## src/rmt_pkg.sv

```systemverilog
// ----------------------------------------------------------------------------
// rmt_pkg: shared types and constants for the running median tracker
// Sample and result layouts, the cell link record and the control states.
// ----------------------------------------------------------------------------
package rmt_pkg;

   localparam int SAMPLE_W = 32;  // input sample width
   localparam int MED_W    = 33;  // doubled median width
   localparam int HELD_W   = 7;   // reported sample count width
   localparam int GROUP    = 32;  // cells per first-level select group

   typedef logic signed [SAMPLE_W-1:0] sample_type;

   // input transfer payload
   typedef struct packed {
      sample_type sample;
   } req_type;

   // result transfer payload
   typedef struct packed {
      logic signed [MED_W-1:0] median_doubled;
      logic [HELD_W-1:0]       held_total;
      logic                    dropped;
   } rsp_type;

   // what a cell hands to its upper neighbor
   typedef struct packed {
      logic       gt;     // held value is valid and above the new sample
      sample_type value;  // held value
   } link_type;

   // item sequencer states
   typedef enum logic [1:0] {
      ST_IDLE,
      ST_GROUP,
      ST_MERGE,
      ST_SUM
   } state_type;

endpackage

```

## src/rmt_cell.sv

```systemverilog
// ----------------------------------------------------------------------------
// rmt_cell: one slot of the sorted insertion chain
// Holds one sample. On insert, a slot whose value is above the new sample
// (or the first empty slot) takes either its lower neighbor's value, when
// that neighbor is also above, or the new sample itself.
// ----------------------------------------------------------------------------
module rmt_cell #(
   parameter int INDEX = 0,
   parameter int CW    = 7
) (
   input  logic                clock,
   input  logic                insert,     // write a new sample this cycle
   input  rmt_pkg::sample_type sample,
   input  logic [CW-1:0]       count,      // number of held samples
   input  rmt_pkg::link_type   left,       // lower neighbor
   output rmt_pkg::link_type   link        // to upper neighbor
);

   rmt_pkg::sample_type value_ff;
   rmt_pkg::sample_type value_in;
   logic                occupied;
   logic                take;

   // compare against the new sample
   assign occupied   = CW'(INDEX) < count;
   assign link.gt    = occupied && (value_ff > sample);
   assign link.value = value_ff;
   assign take       = link.gt || (CW'(INDEX) == count);

   // shift up from below or accept the new sample
   always_comb begin
      value_in = value_ff;
      if (take) begin
         value_in = left.gt ? left.value : sample;
      end
   end

   always_ff @(posedge clock) begin
      if (insert) begin
         value_ff <= value_in;
      end
   end

endmodule

```

## config.mk

```make
export PLATFORM = sky130hd
export DESIGN_NAME = rmt_cell
export DESIGN_NICKNAME = d
export VERILOG_FILES = /design/src/rmt_pkg.sv /design/src/rmt_cell.sv
export SDC_FILE = /design/constraint.sdc
export NUM_CORES = 1
export LEC_CHECK = 0
export BUFFER_PORTS_ARGS = -buffer_cell sky130_fd_sc_hd__buf_2
export CAP_MARGIN = 20
export CORE_MARGIN = 4
export CORE_UTILIZATION = 45
export CTS_CLUSTER_DIAMETER = 40
export CTS_CLUSTER_SIZE = 40
export DETAILED_ROUTE_END_ITERATION = 12
export PLACE_DENSITY = 0.84
export SETUP_SLACK_MARGIN = 0.15
export SKIP_CTS_REPAIR_TIMING = 1
export SLEW_MARGIN = 20
export SYNTH_ARGS = -nofsm -noshare
export SYNTH_HDL_FRONTEND = slang
export SYNTH_SLANG_ARGS = --single-unit
export TNS_END_PERCENT = 5
```

## constraint.sdc

```tcl
create_clock -name clock -period 4.6 [get_ports clock]
set_input_delay 0.46 -clock clock [delete_from_list [all_inputs] [get_ports clock]]
set_output_delay 0.46 -clock clock [all_outputs]
set_load 0.02 [all_outputs]
```

==> impl_summary.txt, run 1 <==
----------------------------------------------------
[Synth]
  Share of the synthesized area in compound gates (AO/OA/AOI/OAI) ... 15.18%
  Yosys synthesis warning count ... 0
  Seq cells post-synth ... 32
  Cells after Synth ... 226
  Post-synthesis instance area ... 0.002151 sq mm
  Combinational family with the most area after synthesis ... adder cells
  Net count after synthesis ... 332
  Biggest area contributors in the synthesized netlist ... sky130_fd_sc_hd__edfxtp_1 45%, sky130_fd_sc_hd__ha_1 19%, sky130_fd_sc_hd__o21ai_0 8.1%
  Asr flop ratio synth ... 0%
  Number of distinct standard cells referenced by the synthesized netlist ... 26
  Top cell type's share of synthesized area ... between 40% and 50%
  Mux cell area share after synthesis ... 0.5236%
  Dominant synthesized flop cell ... sky130_fd_sc_hd__edfxtp_1
  Area leader, netlist ... sky130_fd_sc_hd__edfxtp_1
  Count of flip-flops with a built-in enable after synthesis ... 32
  Synthesized area per cell ... 9.517 sq um
  Synth Area in Adders ... 18.62%
  Synth Area in Simple Gates ... 13.67%
  Post-synthesis sequential area ratio ... 44.68%
  Xor-xnor portion of the synthesized cell area ... 0%

[Power]
  Internal power ... 0.6194 mW
  Maximum resistive drop on vdd ... 0.1618 mV
  Total power divided by cell area ... 311.2 mW/mm^2
  Standby leakage power ... ~1.5 nW
  Reg power frac ... 43.0%
  Logic pwr share ... 27.9%
  NetSw ... 0.2684 mW
  Final Total Pwr ... between 0.8 and 0.9 mW
  Clock network power share ... 29.1%
  Net switching fraction of the power ... 30.23%

[STA]
  Worst relative slew slack ... 40.28%
  Final number of max-transition violations ... 0
  RSZ-0062 raised after global routing ... no
  Final Setup Violations ... 0
  Max Freq ... 311.2 MHz
  Final critical path time including I/O delays and setup ... 3.213 ns
  Worst Tran Pin Value ... ~0.9 ns
  Final critical-path share of the clock period ... 69.86%
  Clock skew after layout ... 0.008675 ns
  Final Hold Viols ... 0
  Fin Setup TNS ... 0 ns

[Die]
  Die area ... 0.005950 sq mm
  Chip height ... 77.14 microns
  Initial standard-cell utilization of the core ... 48.07%
  Number of top-level design ports ... 107
  Site row count ... 24
  Die width ... a little under 80 microns
  Core ar. ... 0.004474 sq mm

[Detailed routing]
  ANT nets after route ... 0
  Routed wire length ... about 5200 microns
  Via count ... between 1500 and 2000
  DRC violation total after the first TritonRoute iteration ... 41
  Vias per Instance ... 5.158
  Post-detailed-route DRC marker count ... 0
  Routed wire length per instance ... 13.48 microns
  Number of iterations in the first detailed-routing pass ... 4

[Clocking]
  Clock Sink Count ... 32
  Insertion delay of the later-clocked pin in the worst-skew pair ... 0.28 ns
  Clock tree from TritonCTS ... done
  Cell at the root of the clock tree ... sky130_fd_sc_hd__clkbuf_8
  Count of H-tree levels built during CTS ... 2
  TritonCTS Buffers ... 5
  Clock transition at path regs ... 0.07 ns
  Clk buf depth ... 2

[Worst setup path]
  Kind of capture point of the worst setup path ... register
  WP data required ... 4.56 ns
  Arrival time at the worst endpoint ... between 3 and 4 ns
  Startpoint type of the worst setup path ... register
  Maximum fanout encountered on the critical timing path ... 22
  Crit path kind ... reg -> reg

[Job]
  Max-cap viol count ... 0

[Cells and area]
  Area of the multi-input gates ... about 0.0011 sq mm
  Layout Area Growth over Synthesis ... 32.64%
  Register ranked first by flip-flop count ... value_ff
  Proportion of layout cells with a drive suffix above 1 ... 35.33%
  Largest registers ... value_ff (32)
  Max FFs per register ... 32
  Nets@finish ... 439
  Final-layout fill cell count ... 364
  Area taken by flip-flops and latches ... 960.9 sq um
  ANT cells ... 0

[Place]
  Number of I/O port buffers ... around 110
  Routability congestion estimate from global placement ... 0.7899
  Detailed placement HPWL ... 4338 microns

[GRT]
  Number of antenna violations at the first check in global routing ... 0
  Sum of overflow across all layers after global routing ... 0
  Pin count of the biggest net entering global routing ... 64
  Wire length of the first global-routing pass ... approximately 8600 microns
  Vias in the first global route ... 2009
  GRT Util Overall ... 17.95%

[Run status]
  Run status ... completed

[Worst hold path]
  Hold WC Path Type ... in -> reg

----------------------------------------------------
[metrics by stage]
step	utilization [%]	instances	worst slack, ns	hold slack [ns]	area (sq um)
4_1_cts	63.76	386	1.401	0.4460	2853
2_1_floorplan	-	226	0.7304	0.6471	2151
3_5_place_dp	61.38	378	1.217	0.7409	2746
6_report	63.76	386	1.387	0.4507	2853
5_1_grt	63.76	386	1.154	0.4551	2853
3_3_place_gp	61.38	378	1.358	0.7378	2746
[placed cells by master, fill, tap and decap left out, drive strengths merged]
cell type	netlist	layout
ha	32	32
a221oi	2	2
a41oi	1	1
buf	0	107
nor3b	2	2
nand2	39	39
o21ai	35	35
nand3	5	5
a21o	2	2
nor4	3	3
nor2	2	2
a2111oi	1	1
a21boi	1	1
mux2	1	1
a31oi	1	1
a21oi	14	14
edfxtp	32	32
nand4	7	7
clkbuf	7	5
o311ai	1	1
bufinv	0	1
clkinv	0	2
nor3	1	1
a211o	1	1
inv	35	35
and2	1	1
[kinds of logic (layout without fill, tap and decap cells)]
| group | Yosys count | after routing |
|---|---|---|
| buffers and inverters | 42 | 150 |
| and+or+nand+nor | 60 | 60 |
| adders and majority gates | 32 | 32 |
| muxes | 1 | 1 |
| AOI/OAI and AO/OA | 59 | 59 |
| DFF | 32 | 32 |
[power by group through the flow]
stage               sequential (mW)  clock, mW  combinational (mW)
floorplan                     0.427          0               0.113
global placement              0.387          0               0.243
detailed placement            0.388          0               0.250
CTS                           0.382      0.262               0.252
global route                  0.386      0.274               0.279
finish                        0.381      0.258               0.248
[cells in the mapped netlist (2+ instances only)]
master and number:
sky130_fd_sc_hd__inv_1 35, sky130_fd_sc_hd__a21oi_1 14, sky130_fd_sc_hd__nor4_1 2, sky130_fd_sc_hd__nand2_1 39
sky130_fd_sc_hd__nand3_1 5, sky130_fd_sc_hd__nand4_1 6, sky130_fd_sc_hd__nor2_1 2, sky130_fd_sc_hd__ha_1 32
sky130_fd_sc_hd__o21ai_0 35, sky130_fd_sc_hd__a21o_1 2, sky130_fd_sc_hd__a221oi_1 2, sky130_fd_sc_hd__clkbuf_1 7
sky130_fd_sc_hd__edfxtp_1 32
[cell type report]
class | count | share of cell area [%]
Clock inverter | 3 | 1.316
Multi-Input combinational cell | 152 | 36.84
Clock buffer | 5 | 2.412
Timing Repair Buffer | 107 | 18.86
Sequential cell | 32 | 33.68
Tap cell | 52 | 2.281
Inverter | 35 | 4.605
[metal layers]
metal | routed length, microns | vias up | GRT usage [%] | share of wire [%]
met4 | 45 | 0 | 4.270 | 0.87
li1 | - | 1018 | - | -
met3 | 458 | 6 | 6.792 | 8.8
met1 | 2208 | 888 | 20.68 | 42
met2 | 2490 | 79 | 31.35 | 48
met5 | 0 | - | 0 | 0
[worst max-delay path, cell delays in order, from the launching register on]
cell                       delay (ns)
sky130_fd_sc_hd__edfxtp_1        0.41
sky130_fd_sc_hd__ha_1            0.40
sky130_fd_sc_hd__nand4_2         0.18
sky130_fd_sc_hd__nor2_1          0.08
sky130_fd_sc_hd__a221oi_1        0.28
sky130_fd_sc_hd__nor3b_1         0.53
sky130_fd_sc_hd__o311ai_1        0.20
sky130_fd_sc_hd__a41oi_4         0.42
sky130_fd_sc_hd__buf_4           0.38
[final timing paths]
kind | startpoint | endpoint | slack [ns] | depth (start not counted)
worst max-delay path | value_ff[31] | value_ff[17] | 1.39 | 8
worst max register to register | value_ff[31] | value_ff[17] | 1.39 | 8
worst min register to register | value_ff[31] | value_ff[26] | 1.08 | 2
worst min-delay path | left[6] | value_ff[6] | 0.45 | 3
Note: power is estimated with default switching activity, not from simulation.
==> run 2: changes to the inputs <==
--- a/config.mk
+++ b/config.mk
@@ -8,11 +8,11 @@
 export BUFFER_PORTS_ARGS = -buffer_cell sky130_fd_sc_hd__buf_2
 export CAP_MARGIN = 20
 export CORE_MARGIN = 4
-export CORE_UTILIZATION = 45
+export CORE_UTILIZATION = 42
 export CTS_CLUSTER_DIAMETER = 40
 export CTS_CLUSTER_SIZE = 40
 export DETAILED_ROUTE_END_ITERATION = 12
-export PLACE_DENSITY = 0.84
+export PLACE_DENSITY = 0.82
 export SETUP_SLACK_MARGIN = 0.15
 export SKIP_CTS_REPAIR_TIMING = 1
 export SLEW_MARGIN = 20
==> constraint.sdc (replaced) <==
create_clock -name clock -period 2.7 [get_ports clock]
set_input_delay 0.27 -clock clock [delete_from_list [all_inputs] [get_ports clock]]
set_output_delay 0.27 -clock clock [all_outputs]
set_load 0.02 [all_outputs]
==> impl_summary.txt, run 2 (synthesis gave the netlist of run 1 again) <==
----------------------------------------------------
[Power]
  Standby leakage power ... 1.490 nW (was 1.451 nW)
  Final Total Pwr ... 1.482 mW (was 0.8878 mW)
  NetSw ... 0.4818 mW (was 0.2684 mW)
  Maximum resistive drop on vdd ... 0.3365 mV (was 0.1618 mV)
  Internal power ... 1.001 mW (was 0.6194 mW)
  Reg power frac ... 44.1% (was 43.0%)
  Clock network power share ... 23.1% (was 29.1%)
  Logic pwr share ... 32.7% (was 27.9%)
  Net switching fraction of the power ... 32.50% (was 30.23%)
  Total power divided by cell area ... 489.0 mW/mm^2 (was 311.2 mW/mm^2)

[Cells and area]
  Final Non-Filler Cells ... 408 (was 386)
  Max FFs per register ... 32 (unchanged)
  Nets@finish ... 447 (was 439)
  Register ranked first by flip-flop count ... value_ff (unchanged)
  ANT cells ... 0 (unchanged)
  Final-layout fill cell count ... 397 (was 364)
  Area taken by flip-flops and latches ... 960.9 sq um (unchanged)
  Area of the multi-input gates ... 0.001174 sq mm (was 0.001051 sq mm)
  Final core utilization ... 62.53% (was 63.76%)
  Proportion of layout cells with a drive suffix above 1 ... 40.18% (was 35.33%)
  Most common cell after layout, fill and taps aside ... sky130_fd_sc_hd__buf_2 (unchanged)
  Largest registers ... value_ff (32) (unchanged)
  Layout Area Growth over Synthesis ... 40.95% (was 32.64%)
  Most frequent cells in the layout ... 105 x sky130_fd_sc_hd__buf_2, 39 x sky130_fd_sc_hd__nand2_1, 35 x sky130_fd_sc_hd__inv_1 (was 106 x sky130_fd_sc_hd__buf_2, 39 x sky130_fd_sc_hd__nand2_1, 35 x sky130_fd_sc_hd__inv_1, 35 x sky130_fd_sc_hd__o21ai_0)

[STA]
  Worst relative slew slack ... 64.36% (was 40.28%)
  Hold_ws ... 0.2655 ns (was 0.4507 ns)
  Worst Tran Pin Value ... 0.5346 ns (was 0.8959 ns)
  Final Hold Viols ... 0 (unchanged)
  Clock skew after layout ... 0.009950 ns (was 0.008675 ns)
  RSZ-0062 raised after global routing ... yes (was no)
  Final Setup Violations ... 0 (unchanged)
  Final critical-path share of the clock period ... 93.17%
  Final number of max-transition violations ... 0 (unchanged)
  Final critical path time including I/O delays and setup ... 2.516 ns
  Max Freq ... 397.5 MHz

[Clocking]
  Clock transition at path regs ... 0.06 ns (was 0.07 ns)
  Clk buf depth ... 2 (unchanged)
  TritonCTS Buffers ... 5 (unchanged)
  Count of H-tree levels built during CTS ... 2 (unchanged)
  Cell at the root of the clock tree ... sky130_fd_sc_hd__clkbuf_8 (unchanged)
  Clock Sink Count ... 32 (unchanged)
  Insertion delay of the later-clocked pin in the worst-skew pair ... 0.28 ns (about the same)
  Clock tree from TritonCTS ... done (unchanged)

[Detailed routing]
  DRC violation total after the first TritonRoute iteration ... 99 (was 41)
  Vias per Instance ... 4.953 (was 5.158)
  Number of iterations in the first detailed-routing pass ... 4 (unchanged)
  Routed wire length ... 5653 microns (was 5202 microns)
  Via count ... 2021 (was 1991)
  Routed wire length per instance ... 13.86 microns (was 13.48 microns)
  Post-detailed-route DRC marker count ... 0 (unchanged)
  ANT nets after route ... 0 (unchanged)

[GRT]
  Sum of overflow across all layers after global routing ... 0 (unchanged)
  Wire length of the first global-routing pass ... 8487 microns (was 8618 microns)
  GRT Util Overall ... 17.30% (was 17.95%)
  Vias in the first global route ... 1972 (was 2009)
  Pin count of the biggest net entering global routing ... 35 (was 64)
  Number of antenna violations at the first check in global routing ... 0 (unchanged)

[Die]
  Site row count ... 25 (was 24)
  Die area ... 0.006330 sq mm (was 0.005950 sq mm)
  Initial standard-cell utilization of the core ... 44.36% (was 48.07%)
  Core ar. ... 0.004848 sq mm (was 0.004474 sq mm)
  Number of top-level design ports ... 107 (unchanged)
  Chip height ... 79.56 microns (was 77.14 microns)
  Die width ... 79.56 microns (was 77.14 microns)

[Worst setup path]
  Max stage delay cell, worst path ... sky130_fd_sc_hd__edfxtp_1 (was sky130_fd_sc_hd__nor3b_1)
  Family with the most delay on the worst path ... simple AND/OR/NAND/NOR gates (was compound AO/OA/AOI/OAI gates)
  Worst path most repeated cell ... sky130_fd_sc_hd__a21oi_2
  Startpoint type of the worst setup path ... register (unchanged)
  Cell-by-cell trace of the critical path ... ha_4 > nand4_1 > nor4_4 > nor3b_2 > a21oi_2 > a21oi_2 > buf_6 (was ha_1 > nand4_2 > nor2_1 > a221oi_1 > nor3b_1 > o311ai_1 > a41oi_4 > buf_4)
  Kind of capture point of the worst setup path ... output port (was register)
  Buf/Inv on CP ... 1 (unchanged)
  Crit path kind ... reg -> out (was reg -> reg)
  Critical path's largest stage delay ... 0.43 ns (was 0.53 ns)
  Arrival time at the worst endpoint ... 2.25 ns (was 3.17 ns)
  Maximum fanout encountered on the critical timing path ... 3 (was 22)
  WP data required ... 2.43 ns (was 4.56 ns)

[Place]
  Detailed placement HPWL ... 4585 microns (was 4338 microns)
  Number of I/O port buffers ... 106 (unchanged)
  Routability congestion estimate from global placement ... 0.8136 (was 0.7899)
  Dpl cells ... 397 (was 378)

[Worst hold path]
  Hold WC Path Type ... in -> reg (unchanged)

[Run status]
  Run status ... completed (unchanged)

[Job]
  Max-cap viol count ... 0 (unchanged)

----------------------------------------------------
-- run 2: worst paths after layout --
check,start,endpoint,slack [ns],cells past startpoint
max,value_ff[27],link[32],0.18,7
min,left[20],value_ff[20],0.27,3
max reg2reg,value_ff[27],value_ff[25],0.20,7
min reg2reg,value_ff[31],value_ff[8],1.08,3
-- run 2: through the flow --
stage / TNS, ns / area [sq um] / setup slack, ns
2_1_floorplan: -3.925 / 2215 / -0.1226
3_3_place_gp: 0 / 2840 / 0.2551
3_5_place_dp: 0 / 2840 / 0.1304
4_1_cts: -0.08443 / 2918 / -0.08443
5_1_grt: 0 / 3032 / 0.04795
6_report: 0 / 3032 / 0.1843
-- run 2: power groups by stage --
| stage | clock (mW) | sequential [mW] | combinational, mW |
|---|---|---|---|
| floorplan | 0 | 0.726 | 0.210 |
| global placement | 0 | 0.657 | 0.435 |
| detailed placement | 0 | 0.662 | 0.449 |
| CTS | 0.351 | 0.652 | 0.453 |
| global route | 0.370 | 0.659 | 0.543 |
| finish | 0.343 | 0.654 | 0.485 |
-- run 2: per-layer routing --
layer | GRT usage (%) | part of all wire, %
met1 | 20.61 | 42
met2 | 29.22 | 50
met3 | 5.192 | 6.8
met4 | 6.529 | 1.8
met5 | 0 | 0
-- run 2: cell type report --
cell class / count / area share [%]
Clock buffer: 6 / 2.394
Clock inverter: 1 / 0.1651
Inverter: 35 / 4.333
Multi-Input combinational cell: 152 / 38.71
Sequential cell: 32 / 31.70
Tap cell: 67 / 2.765
Timing Repair Buffer: 115 / 19.93
-- run 2: worst reg2reg max path, stage by stage, from the launching register on --
cell	delay (ns)
sky130_fd_sc_hd__edfxtp_1	0.43
sky130_fd_sc_hd__ha_4	0.30
sky130_fd_sc_hd__nand4_1	0.24
sky130_fd_sc_hd__nor4_4	0.38
sky130_fd_sc_hd__nor3b_2	0.24
sky130_fd_sc_hd__a21oi_2	0.08
sky130_fd_sc_hd__a41oi_4	0.27
sky130_fd_sc_hd__buf_4	0.25
==> run 3: changes to the inputs <==
--- a/config.mk
+++ b/config.mk
@@ -7,8 +7,10 @@
 export LEC_CHECK = 0
 export BUFFER_PORTS_ARGS = -buffer_cell sky130_fd_sc_hd__buf_2
 export CAP_MARGIN = 20
+export CELL_PAD_IN_SITES_DETAIL_PLACEMENT = 1
+export CELL_PAD_IN_SITES_GLOBAL_PLACEMENT = 1
 export CORE_MARGIN = 4
-export CORE_UTILIZATION = 42
+export CORE_UTILIZATION = 30
 export CTS_CLUSTER_DIAMETER = 40
 export CTS_CLUSTER_SIZE = 40
 export DETAILED_ROUTE_END_ITERATION = 12
==> impl_summary.txt, run 3 (synthesis gave the netlist of run 1 again) <==
----------------------------------------------------
[Die]
  Initial standard-cell utilization of the core ... 31.31% (was 44.36%)
  Site row count ... 30 (was 25)
  Die width ... 92.67 microns (was 79.56 microns)
  Die area ... 0.008588 sq mm (was 0.006330 sq mm)
  Chip height ... 92.67 microns (was 79.56 microns)
  Core ar. ... 0.006869 sq mm (was 0.004848 sq mm)
  Number of top-level design ports ... 107 (unchanged)

[Detailed routing]
  Via count ... 2075 (was 2021)
  Routed wire length per instance ... 15.00 microns (was 13.86 microns)
  DRC violation total after the first TritonRoute iteration ... 44 (was 99)
  Post-detailed-route DRC marker count ... 0 (unchanged)
  Routed wire length ... 6602 microns (was 5653 microns)
  Number of iterations in the first detailed-routing pass ... 4 (unchanged)
  Vias per Instance ... 4.716 (was 4.953)
  ANT nets after route ... 0 (unchanged)

[Power]
  NetSw ... 0.5307 mW (was 0.4818 mW)
  Clock network power share ... 28.2% (was 23.1%)
  Internal power ... 1.134 mW (was 1.001 mW)
  Standby leakage power ... 1.526 nW (was 1.490 nW)
  Net switching fraction of the power ... 31.88% (was 32.50%)
  Reg power frac ... 39.4% (was 44.1%)
  Total power divided by cell area ... 516.9 mW/mm^2 (was 489.0 mW/mm^2)
  Logic pwr share ... 32.4% (was 32.7%)
  Maximum resistive drop on vdd ... 0.1999 mV (was 0.3365 mV)

[Clocking]
  Cell at the root of the clock tree ... sky130_fd_sc_hd__clkbuf_8 (unchanged)
  Count of H-tree levels built during CTS ... 2 (unchanged)
  Clock transition at path regs ... 0.07 ns (was 0.06 ns)
  Clk buf depth ... 2 (unchanged)
  Insertion delay of the later-clocked pin in the worst-skew pair ... 0.29 ns (was 0.28 ns)
  Clock tree from TritonCTS ... done (unchanged)
  TritonCTS Buffers ... 5 (unchanged)
  Clock Sink Count ... 32 (unchanged)

[GRT]
  GRT Util Overall ... 14.74% (was 17.30%)
  Number of antenna violations at the first check in global routing ... 0 (unchanged)
  Vias in the first global route ... 2225 (was 1972)
  Wire length of the first global-routing pass ... 10050 microns (was 8487 microns)
  Sum of overflow across all layers after global routing ... 0 (unchanged)
  Pin count of the biggest net entering global routing ... 34 (was 35)

[Cells and area]
  Register ranked first by flip-flop count ... value_ff (unchanged)
  Area taken by flip-flops and latches ... 960.9 sq um (unchanged)
  Final Non-Filler Cells ... 440 (was 408)
  Proportion of layout cells with a drive suffix above 1 ... 43.31% (was 40.18%)
  ANT cells ... 0 (unchanged)
  Final-layout fill cell count ... 835 (was 397)
  Max FFs per register ... 32 (unchanged)
  Largest registers ... value_ff (32) (unchanged)
  Area of the multi-input gates ... 0.001236 sq mm (was 0.001174 sq mm)
  Final core utilization ... 46.89% (was 62.53%)
  Most frequent cells in the layout ... 105 x sky130_fd_sc_hd__buf_2, 39 x sky130_fd_sc_hd__nand2_1, 35 x sky130_fd_sc_hd__inv_1 (unchanged)
  Most common cell after layout, fill and taps aside ... sky130_fd_sc_hd__buf_2 (unchanged)
  Nets@finish ... 449 (was 447)
  Layout Area Growth over Synthesis ... 49.74% (was 40.95%)

[Worst setup path]
  Startpoint type of the worst setup path ... register (unchanged)
  Maximum fanout encountered on the critical timing path ... 4 (was 3)
  Crit path kind ... reg -> out (unchanged)
  WP data required ... 2.43 ns (about the same)
  Kind of capture point of the worst setup path ... output port (unchanged)
  Arrival time at the worst endpoint ... 2.35 ns (was 2.25 ns)
  Count of cells along the worst register-to-register path ... 9 (was 7)

[STA]
  Final number of max-transition violations ... 0 (unchanged)
  Worst Tran Pin Value ... 0.5222 ns (was 0.5346 ns)
  Final Setup Violations ... 0 (unchanged)
  Worst relative slew slack ... 65.19% (was 64.36%)
  Hold_ws ... 0.2581 ns (was 0.2655 ns)
  Max Freq ... 382.1 MHz (was 397.5 MHz)
  Final critical path time including I/O delays and setup ... 2.617 ns (was 2.516 ns)
  Final critical-path share of the clock period ... 96.92% (was 93.17%)
  Clock skew after layout ... 0.003680 ns (was 0.009950 ns)
  Final Hold Viols ... 0 (unchanged)
  Post-layout worst setup margin ... 0.08310 ns (was 0.1843 ns)
  RSZ-0062 raised after global routing ... yes (unchanged)

[Worst hold path]
  Hold WC Path Type ... in -> reg (unchanged)
  Hold Path Cell Cnt ... 3 (unchanged)

[Place]
  Detailed placement HPWL ... 5177 microns (was 4585 microns)
  Number of I/O port buffers ... 106 (unchanged)
  Routability congestion estimate from global placement ... 0.6961 (was 0.8136)
  Worst slack at placement ... 0.1389 ns (was 0.1304 ns)
  Dpl cells ... 425 (was 397)

[Run status]
  Run status ... completed (unchanged)

[Job]
  Max-cap viol count ... 0 (unchanged)

----------------------------------------------------
==> run 3: per-layer routing <==
metal | vias to the layer above | wire length, microns | track usage, % | share of wire, %
met5 | - | 0 | 0 | 0
met4 | 0 | 130 | 4.274 | 2.0
met3 | 10 | 439 | 3.981 | 6.6
met2 | 72 | 3251 | 26.10 | 49
met1 | 957 | 2781 | 17.45 | 42
li1 | 1036 | - | - | -
==> run 3: power by group through the flow <==
stage                     Clock, mW  Combinational (mW)  Sequential (mW)
after CTS                     0.479               0.467            0.653
final                         0.469               0.539            0.656
after global routing          0.502               0.603            0.662
after detailed placement          0               0.464            0.664
after global placement            0               0.446            0.661
after floorplan                   0               0.210            0.726
==> run 3: area by class of cell <==
class | instances | share of cell area [%]
clock inverters | 3 | 1.321
multi-input cells | 152 | 38.38
repair buffers | 117 | 20.51
well taps | 96 | 3.730
flip-flops and latches | 32 | 29.84
inverters | 35 | 4.079
clock buffers | 5 | 2.137
==> run 3: stage by stage <==
step | total power, mW | setup TNS, ns | cell area, sq um
after floorplan | 0.9357 | -3.925 | 2215
after global placement | 1.107 | 0 | 2882
after detailed placement | 1.128 | 0 | 2882
after CTS | 1.599 | -0.07169 | 2993
after global routing | 1.768 | -0.3879 | 3221
final | 1.665 | 0 | 3221
==> run 3: path summary, 6_finish.rpt <==
path	from	slack, ns	endpoint
max	value_ff[27]	0.08	link[32]
min reg2reg	value_ff[31]	1.08	value_ff[6]
max reg2reg	value_ff[30]	0.13	value_ff[31]
min	left[29]	0.26	value_ff[29]
==> run 3: worst max-delay path: stages, from the launching register on <==
cell and delay (ns):
sky130_fd_sc_hd__edfxtp_1 0.43, sky130_fd_sc_hd__ha_4 0.30, sky130_fd_sc_hd__nand4_1 0.20, sky130_fd_sc_hd__nor4_4 0.43, sky130_fd_sc_hd__nor3b_2 0.28, sky130_fd_sc_hd__a21oi_2 0.10
sky130_fd_sc_hd__a21oi_2 0.18, sky130_fd_sc_hd__buf_6 0.14
